--- src/sequence_list_engine_top_assert.svh ---
// ---------------------------------------------------------------------------
// sequence list engine assertion macros
// concurrent checks on clk, disabled while rst is high
// ---------------------------------------------------------------------------
`ifndef SEQUENCE_LIST_ENGINE_TOP_ASSERT_SVH
`define SEQUENCE_LIST_ENGINE_TOP_ASSERT_SVH

`ifndef SYNTHESIS
// condition implies check in the same cycle
`define SLE_ASSERT_NOW(label, cond, check, msg) \
  label: assert property (@(posedge clk) disable iff (rst) (cond) |-> (check)) \
    else $error(msg);
// condition implies check in the next cycle
`define SLE_ASSERT_NEXT(label, cond, check, msg) \
  label: assert property (@(posedge clk) disable iff (rst) (cond) |=> (check)) \
    else $error(msg);
`else
`define SLE_ASSERT_NOW(label, cond, check, msg)
`define SLE_ASSERT_NEXT(label, cond, check, msg)
`endif

`endif

--- src/sle_pkg.sv ---
// ---------------------------------------------------------------------------
// sle_pkg
// shared types and codes for the sequence list engine
// ---------------------------------------------------------------------------
package sle_pkg;

  localparam int SLE_DEPTH      = 16;
  localparam int SLE_DATA_WIDTH = 32;

  typedef enum logic [2:0] {
    OP_PUSH_BACK  = 3'd0,
    OP_POP_BACK   = 3'd1,
    OP_PUSH_FRONT = 3'd2,
    OP_POP_FRONT  = 3'd3,
    OP_INSERT_AT  = 3'd4,
    OP_ERASE_AT   = 3'd5,
    OP_FIND       = 3'd6
  } sle_op_t;

  typedef enum logic [1:0] {
    STAT_OK     = 2'd0,
    STAT_FULL   = 2'd1,
    STAT_EMPTY  = 2'd2,
    STAT_BADPOS = 2'd3
  } sle_status_t;

  // per-cycle command broadcast to every cell
  typedef enum logic [2:0] {
    CMD_HOLD,
    CMD_INSERT,
    CMD_ERASE,
    CMD_MATCH,
    CMD_SCAN
  } sle_cmd_t;

  typedef enum logic {
    S_IDLE,
    S_SCAN
  } sle_state_t;

  typedef struct packed {
    logic [2:0]         op;
    logic [4:0]         position;
    logic signed [31:0] value;
  } sle_req_t;

  typedef struct packed {
    logic [1:0] status;
    logic       found;
    logic [3:0] found_index;
    logic [4:0] count;
  } sle_rsp_t;

endpackage

--- src/sle_cell.sv ---
// ---------------------------------------------------------------------------
// sle_cell
// one list slot: holds an entry and a match bit, trades with its neighbors
// ---------------------------------------------------------------------------
module sle_cell #(
  parameter int DEPTH      = 16,
  parameter int DATA_WIDTH = 32,
  parameter int IDX        = 0
) (
  input  logic                           clk,
  input  sle_pkg::sle_cmd_t              cmd,
  input  logic [$clog2(DEPTH+1)-1:0]     pos,
  input  logic [DATA_WIDTH-1:0]          val,
  input  logic [DATA_WIDTH-1:0]          left_entry,
  input  logic [DATA_WIDTH-1:0]          right_entry,
  input  logic                           right_match,
  output logic [DATA_WIDTH-1:0]          entry,
  output logic                           match
);
  import sle_pkg::*;

  localparam int CNT_W = $clog2(DEPTH + 1);
  localparam logic [CNT_W-1:0] MY_IDX = CNT_W'(IDX);

  always_ff @(posedge clk) begin
    case (cmd)
      CMD_INSERT: begin
        if (MY_IDX > pos) begin
          entry <= left_entry;
        end else if (MY_IDX == pos) begin
          entry <= val;
        end
      end
      CMD_ERASE: begin
        if (MY_IDX >= pos) begin
          entry <= right_entry;
        end
      end
      CMD_MATCH: match <= (entry == val);
      CMD_SCAN:  match <= right_match;
      default: ;
    endcase
  end

endmodule

--- src/sle_ctrl.sv ---
// ---------------------------------------------------------------------------
// sle_ctrl
// decodes requests, keeps the element count, drives the cells, runs the scan
// ---------------------------------------------------------------------------
`include "sequence_list_engine_top_assert.svh"

module sle_ctrl #(
  parameter int DEPTH      = 16,
  parameter int DATA_WIDTH = 32
) (
  input  logic                       clk,
  input  logic                       rst,
  input  logic                       req_valid,
  output logic                       req_ready,
  input  sle_pkg::sle_req_t          req,
  output logic                       rsp_valid,
  input  logic                       rsp_ready,
  output sle_pkg::sle_rsp_t          rsp,
  input  logic                       head_match,
  output sle_pkg::sle_cmd_t          cmd,
  output logic [$clog2(DEPTH+1)-1:0] pos,
  output logic [DATA_WIDTH-1:0]      val
);
  import sle_pkg::*;

  localparam int CNT_W = $clog2(DEPTH + 1);
  localparam int CMP_W = (CNT_W > 5) ? CNT_W : 5;
  localparam logic [CNT_W-1:0] FULL_CNT = CNT_W'(DEPTH);

  sle_state_t       state, state_next;
  logic [CNT_W-1:0] count, count_next;
  logic [CNT_W-1:0] idx, idx_next;
  logic             rsp_valid_next;
  sle_rsp_t         rsp_next;
  logic             rsp_load;
  logic             slot_free;
  logic             accept;
  logic [CMP_W-1:0] pos_wide;
  logic [CMP_W-1:0] cnt_wide;
  logic [63:0]      val_wide;
  logic [31:0]      cnt_ext;
  logic [31:0]      idx_ext;
  sle_status_t      stat;
  logic             hit;

  assign slot_free = !rsp_valid || rsp_ready;
  assign req_ready = (state == S_IDLE) && slot_free;
  assign accept    = req_valid && req_ready;
  assign pos_wide  = CMP_W'(req.position);
  assign cnt_wide  = CMP_W'(count);
  // value is taken as an unsigned word, low bits kept
  assign val_wide  = {32'd0, req.value};
  assign val       = val_wide[DATA_WIDTH-1:0];

  always_comb begin
    state_next     = state;
    count_next     = count;
    idx_next       = idx;
    cmd            = CMD_HOLD;
    pos            = '0;
    stat           = STAT_OK;
    hit            = 1'b0;
    rsp_load       = 1'b0;
    rsp_valid_next = rsp_valid && !rsp_ready;
    unique case (state)
      S_IDLE: begin
        if (accept) begin
          rsp_load = 1'b1;
          unique case (sle_op_t'(req.op))
            OP_PUSH_BACK: begin
              if (count == FULL_CNT) begin
                stat = STAT_FULL;
              end else begin
                cmd        = CMD_INSERT;
                pos        = count;
                count_next = count + 1'b1;
              end
            end
            OP_POP_BACK: begin
              if (count == '0) begin
                stat = STAT_EMPTY;
              end else begin
                count_next = count - 1'b1;
              end
            end
            OP_PUSH_FRONT: begin
              if (count == FULL_CNT) begin
                stat = STAT_FULL;
              end else begin
                cmd        = CMD_INSERT;
                count_next = count + 1'b1;
              end
            end
            OP_POP_FRONT: begin
              if (count == '0) begin
                stat = STAT_EMPTY;
              end else begin
                cmd        = CMD_ERASE;
                count_next = count - 1'b1;
              end
            end
            OP_INSERT_AT: begin
              if (count == FULL_CNT) begin
                stat = STAT_FULL;
              end else if (pos_wide > cnt_wide) begin
                stat = STAT_BADPOS;
              end else begin
                cmd        = CMD_INSERT;
                pos        = pos_wide[CNT_W-1:0];
                count_next = count + 1'b1;
              end
            end
            OP_ERASE_AT: begin
              if (count == '0) begin
                stat = STAT_EMPTY;
              end else if (pos_wide >= cnt_wide) begin
                stat = STAT_BADPOS;
              end else begin
                cmd        = CMD_ERASE;
                pos        = pos_wide[CNT_W-1:0];
                count_next = count - 1'b1;
              end
            end
            OP_FIND: begin
              rsp_load   = 1'b0;
              cmd        = CMD_MATCH;
              idx_next   = '0;
              state_next = S_SCAN;
            end
            default: ;
          endcase
        end
      end
      S_SCAN: begin
        if (slot_free) begin
          if (idx == count) begin
            rsp_load   = 1'b1;
            state_next = S_IDLE;
          end else if (head_match) begin
            rsp_load   = 1'b1;
            hit        = 1'b1;
            state_next = S_IDLE;
          end else begin
            cmd      = CMD_SCAN;
            idx_next = idx + 1'b1;
          end
        end
      end
      default: state_next = S_IDLE;
    endcase
    if (rsp_load) begin
      rsp_valid_next = 1'b1;
    end
  end

  assign cnt_ext = 32'(count_next);
  assign idx_ext = hit ? 32'(idx) : 32'd0;

  always_comb begin
    rsp_next.status      = stat;
    rsp_next.found       = hit;
    rsp_next.found_index = idx_ext[3:0];
    rsp_next.count       = cnt_ext[4:0];
  end

  always_ff @(posedge clk) begin
    if (rst) begin
      state     <= S_IDLE;
      count     <= '0;
      idx       <= '0;
      rsp_valid <= 1'b0;
    end else begin
      state     <= state_next;
      count     <= count_next;
      idx       <= idx_next;
      rsp_valid <= rsp_valid_next;
    end
  end

  always_ff @(posedge clk) begin
    if (rsp_load) begin
      rsp <= rsp_next;
    end
  end

  `SLE_ASSERT_NEXT(a_quick_op_responds, accept && (req.op != OP_FIND), rsp_valid, "no beat after list op")
  `SLE_ASSERT_NEXT(a_count_only_on_accept, !accept, $stable(count), "count moved without a request")
  `SLE_ASSERT_NOW(a_scan_within_count, state == S_SCAN, idx <= count, "scan ran past the count")
  `SLE_ASSERT_NOW(a_count_bounded, rsp_valid, count <= FULL_CNT, "count above depth")

endmodule

--- src/sequence_list_engine_top.sv ---
// ---------------------------------------------------------------------------
// sequence list engine
// fixed-depth ordered list of signed words with insert, erase and find
// ---------------------------------------------------------------------------
// The list lives in a row of DEPTH cells, one entry per cell. On push,
// pop front, insert and erase, every cell from the target index on takes
// a neighbor's entry or the new value in the same clock; pop back moves no
// entry. The response is registered in the cycle after the request beat.
// Find: all cells compare against the value in the first cycle, then the
// match bits walk down the row one position a cycle while the response
// slot is free, and the head bit marks the first match at the running
// index (the scan ends at the element count when absent). A new request
// is taken only when the engine is idle and the response register is
// empty or being drained. Only the low DATA_WIDTH bits of value are stored
// and compared. Entries above the count hold stale data, never reported.
module sequence_list_engine_top #(
  parameter int DEPTH      = sle_pkg::SLE_DEPTH,
  parameter int DATA_WIDTH = sle_pkg::SLE_DATA_WIDTH
) (
  input  logic              clk,
  input  logic              rst,
  // request channel
  input  logic              req_valid,
  output logic              req_ready,
  input  sle_pkg::sle_req_t req,
  // response channel
  output logic              rsp_valid,
  input  logic              rsp_ready,
  output sle_pkg::sle_rsp_t rsp
);
  import sle_pkg::*;

  localparam int CNT_W = $clog2(DEPTH + 1);

  // broadcast from control to every cell
  sle_cmd_t              cmd;
  logic [CNT_W-1:0]      pos;
  logic [DATA_WIDTH-1:0] val;

  // cell row contents
  logic [DATA_WIDTH-1:0] entry [DEPTH];
  logic [DEPTH-1:0]      match;

  sle_ctrl #(
    .DEPTH      (DEPTH),
    .DATA_WIDTH (DATA_WIDTH)
  ) u_ctrl (
    .clk        (clk),
    .rst        (rst),
    .req_valid  (req_valid),
    .req_ready  (req_ready),
    .req        (req),
    .rsp_valid  (rsp_valid),
    .rsp_ready  (rsp_ready),
    .rsp        (rsp),
    .head_match (match[0]),   // scan looks only at the head cell
    .cmd        (cmd),
    .pos        (pos),
    .val        (val)
  );

  // the cell row: entries move up on insert, down on erase,
  // match bits move down during a scan
  for (genvar i = 0; i < DEPTH; i++) begin : g_cell
    logic [DATA_WIDTH-1:0] left_entry;
    logic [DATA_WIDTH-1:0] right_entry;
    logic                  right_match;

    if (i == 0) begin : g_first
      assign left_entry = '0;
    end else begin : g_inner_left
      assign left_entry = entry[i-1];
    end

    if (i == DEPTH - 1) begin : g_last
      // nothing beyond the last cell
      assign right_entry = '0;
      assign right_match = 1'b0;
    end else begin : g_inner_right
      assign right_entry = entry[i+1];
      assign right_match = match[i+1];
    end

    sle_cell #(
      .DEPTH      (DEPTH),
      .DATA_WIDTH (DATA_WIDTH),
      .IDX        (i)
    ) u_cell (
      .clk         (clk),
      .cmd         (cmd),
      .pos         (pos),
      .val         (val),
      .left_entry  (left_entry),
      .right_entry (right_entry),
      .right_match (right_match),
      .entry       (entry[i]),
      .match       (match[i])
    );
  end

endmodule

--- config.mk ---
export PLATFORM = sky130hd
export DESIGN_NAME = sequence_list_engine_top
export DESIGN_NICKNAME = d
export VERILOG_FILES = /design/src/sle_pkg.sv /design/src/sle_cell.sv /design/src/sle_ctrl.sv /design/src/sequence_list_engine_top.sv
export VERILOG_INCLUDE_DIRS = /design/src /design/src/src
export SDC_FILE = /design/constraint.sdc
export NUM_CORES = 2
export LEC_CHECK = 0
export BUFFER_PORTS_ARGS = -buffer_cell sky130_fd_sc_hd__buf_2
export CAP_MARGIN = 20
export CORE_UTILIZATION = 55
export CTS_CLUSTER_SIZE = 14
export DETAILED_ROUTE_END_ITERATION = 16
export GPL_TIMING_DRIVEN = 1
export HOLD_SLACK_MARGIN = 0.08
export PLACE_DENSITY = 0.74
export SYNTH_ARGS = -nofsm -noshare
export SYNTH_HDL_FRONTEND = slang
export SYNTH_HIERARCHICAL = 1
export SYNTH_SLANG_ARGS = --single-unit
--- constraint.sdc ---
create_clock -name clk -period 10.9 [get_ports clk]
set_input_delay 0 -clock clk [delete_from_list [all_inputs] [get_ports clk]]
set_output_delay 0 -clock clk [all_outputs]
set_load 0.01 [all_outputs]
==> qor.csv <==
metric,value,unit
status,completed,
first-pass iteration count of the detailed router,6,
FILL cells,5148,
WL/cell,26.7,um
final non-filler cell total,4181,
starting density of the core,55.8,%
Antenna Violating Nets Remaining,0,
fin worst setup slack,6.08,ns
Setup-failing EPs final,0,
hold crit path type,primary input to flip-flop,
Max VDD drop,120,uV
DRC,0,
final RePlAce weighted congestion,0.998,
std cell rows,92,
final instance area,38300,um2
Sw Pwr,1570,uW
Hold Slack,0.165,ns
Die ar.,65100,um2
number of synthesized register bits,552,
H-tree Lvls,2,
Vias/cell,6.47,
Tot GR Track Use,34.2,%
CP Launch Type,flip-flop,
nets@finish,3341,
Final Hold Fails,0,
"area leader, netlist",edfxtp_1,
Peak Freq,0.208,GHz
Setup Crit Path Kind,flip-flop to flip-flop,
Hold Startpoint,req[28],
multi-input logic area,17800,um2
Crit Path Max Fanout,32,
Sink Count,552,
root buf cell,clkbuf_16,
Critical Path AT,5.16,ns
Core Region,63200,um2
number of I/O port buffers,57,
first-pass GRT wire length,165,mm
hold_buf cts,11,
clock latency on the worst-skew pair,0.66,ns
Critical Path End Type,flip-flop,
worst hold stages,4,
hpwl dp,73.0,mm
syn_area_per_cell,11.0,um2
Cells after Synth,3219,
Max clock buf depth,3,
Final Max Tran Viols,0,
synth top area cells,"edfxtp_1, mux2i_1, xor2_1, nand2_1, xnor2_1",
buffer count from post-CTS setup fixing,0,
Pint,3960,uW
CTS tree,built,
largest net degree at the start of global routing,65,
FF-to-FF End,g_cell[5].u_cell/entry[6],
Place WS,6.16,ns
Ports,58,
Total Wirelength,112,mm
initial antenna violation count,0,
crit share post-route,44.2,%
GRT Residual Overflow,0,
via count,27000,
Syn-to-layout area delta,8.54,%
DIE HEIGHT,255,um
sequential fraction of the synthesis area,46.7,%
ys flop type,edfxtp_1,
Max Cap Viol,0,
placed cells,4059,
Comb pwr share,13.7,%
count of flip-flops with a built-in enable after synthesis,540,
Final TNS setup,0,ns
yosys warns,6,
sequential share of power,49.7,%
diode count,0,
Final Critical Period,4.82,ns
Synth top area share,46.0,%
fraction of registers with async set or reset after synthesis,0,%
vias in the first global route,25700,
WHS Endpoint,g_cell[15].u_cell/entry[28],
Pleak,0.0151,uW
synthesized area,35300,um2
FF/Latch Area,16500,um2
Slew HR,25.2,%
Pwr Density,144,nW/um2
initial drt markers,4296,
CP Data Required Time,11.24,ns
Die X,255,um
CTS Buf Count,61,
R2R depth,13,
R2R Path Start,u_ctrl/cnt_wide[4],
Switching Share,28.4,%
layout cells sized above 1,11.5,%
placed inst area,36200,um2
# resized after CTS,0,
Cell variety after synth,75,
clock transition at the registers of the reported paths,0.06,ns
RSZ-0062 raised after global routing,no,
Slew @ Worst Pin,1.12,ns
Layout Skew,0.0220,ns
reg2reg setup slack,6.08,ns
Clk pwr share,36.6,%
through the flow:
stage	total power (uW)	util, %
CTS	5510	60.5
detailed placement	3510	57.4
global route	5670	60.6
global placement	3490	57.3
finish	5530	60.6
floorplan	3230	-
power by group through the flow:
stage	Combinational, uW	Sequential [uW]	Clock, uW
after CTS	741	2740	2030
after global placement	709	2780	0
after global routing	811	2750	2100
final	758	2750	2020
after floorplan	533	2700	0
after detailed placement	734	2780	0
cell type report:
type | count | area share, %
multi-input combinational | 2511 | 46.4
sequential | 552 | 43.0
clock buffer | 76 | 4.19
timing repair buffer | 153 | 2.81
tap | 846 | 2.77
clock inverter | 34 | 0.745
inverter | 9 | 0.0883
critical path: stages (launching register included):
cell and delay (ns):
dfxtp_1 0.61, inv_1 0.17, ha_1 0.35, and3_2 0.24
o21ai_1 0.10, a32oi_2 0.13, or3_4 0.39, a2111oi_4 0.50
a32o_2 0.19, buf_4 0.48, a211oi_2 0.12, nand2_2 0.83
mux2i_1 0.27, o21ai_0 0.12
synthesized netlist by cell type (4+ instances only):
master    instances
clkbuf_1         39
buf_4            41
nor3b_2           7
o21ai_1         242
dfxtp_1          12
nand2_1         531
nand3_1          13
a21oi_1          14
nor3b_4           9
clkbuf_2          6
nor2b_1           7
nand3b_1          4
buf_6            26
ha_1              9
mux2i_1         480
o21ai_2          60
nor4_1          106
edfxtp_1        540
nor3_1           10
a32o_1           18
and2_1            4
nor2_1           50
inv_1             9
o21ai_0         212
a31oi_1           4
buf_2            48
buf_8            15
mux2_2           31
xnor2_1         175
xor2_1          359
a21o_1            5
nand4_1          67
nand2b_1          4
logic make-up after synthesis:
family          synth area share (%)
compound gates                  9.92
xor+xnor                        13.3
flops                           46.7
mux                             14.6
other cells                   0.0106
buf+inv                         3.80
simple gates                    11.4
fa+ha+maj                      0.319
layout by cell type, fill, tap and decap left out, drive strengths merged, types with 4 or more instances in the layout:
cell type / instances
nand3: 13
a31oi: 6
nand3b: 4
nand2b: 4
nor3b: 16
nand2: 532
a21oi: 19
or3: 6
nor2: 56
nor3: 11
nor2b: 7
inv: 10
o21ai: 514
clkbuf: 76
dlygate4sd3: 11
dfxtp: 12
xnor2: 175
nand4: 67
buf: 142
and2: 4
xor2: 359
ha: 9
clkinv: 27
mux2: 32
conb: 33
edfxtp: 540
mux2i: 480
a32o: 18
nor4: 106
a21o: 5
bufinv: 4
worst max path at each step:
stage	start	endpoint	slack, ns	cells past startpoint
floorplan	u_ctrl/cnt_wide[4]	g_cell[2].u_cell/entry[0]	0.06	11
global placement	u_ctrl/cnt_wide[4]	g_cell[10].u_cell/entry[15]	6.20	14
detailed placement	u_ctrl/cnt_wide[4]	g_cell[5].u_cell/entry[6]	6.16	13
CTS	u_ctrl/cnt_wide[4]	g_cell[5].u_cell/entry[6]	6.16	13
global route	u_ctrl/cnt_wide[4]	g_cell[5].u_cell/entry[8]	5.88	13
finish	u_ctrl/cnt_wide[4]	g_cell[5].u_cell/entry[6]	6.08	13
registers in the layout, summed over array words and instances (netlist names):
name	flops
g_cell.u_cell/match	16
u_ctrl/rsp	12
u_ctrl/cnt_wide	5
u_ctrl/state	1
u_ctrl/idx	5
g_cell.u_cell/entry	512
u_ctrl/rsp_valid	1
per-layer routing:
metal  global-route usage, %  up-vias  share of wire, %
met1                    49.7    12900                40
met4                    13.3        0               4.1
met5                       0        -                 0
li1                        -    11900                 -
met3                    7.55      276                13
met2                    49.5     1998                43
Note: power is estimated with default switching activity, not from simulation.
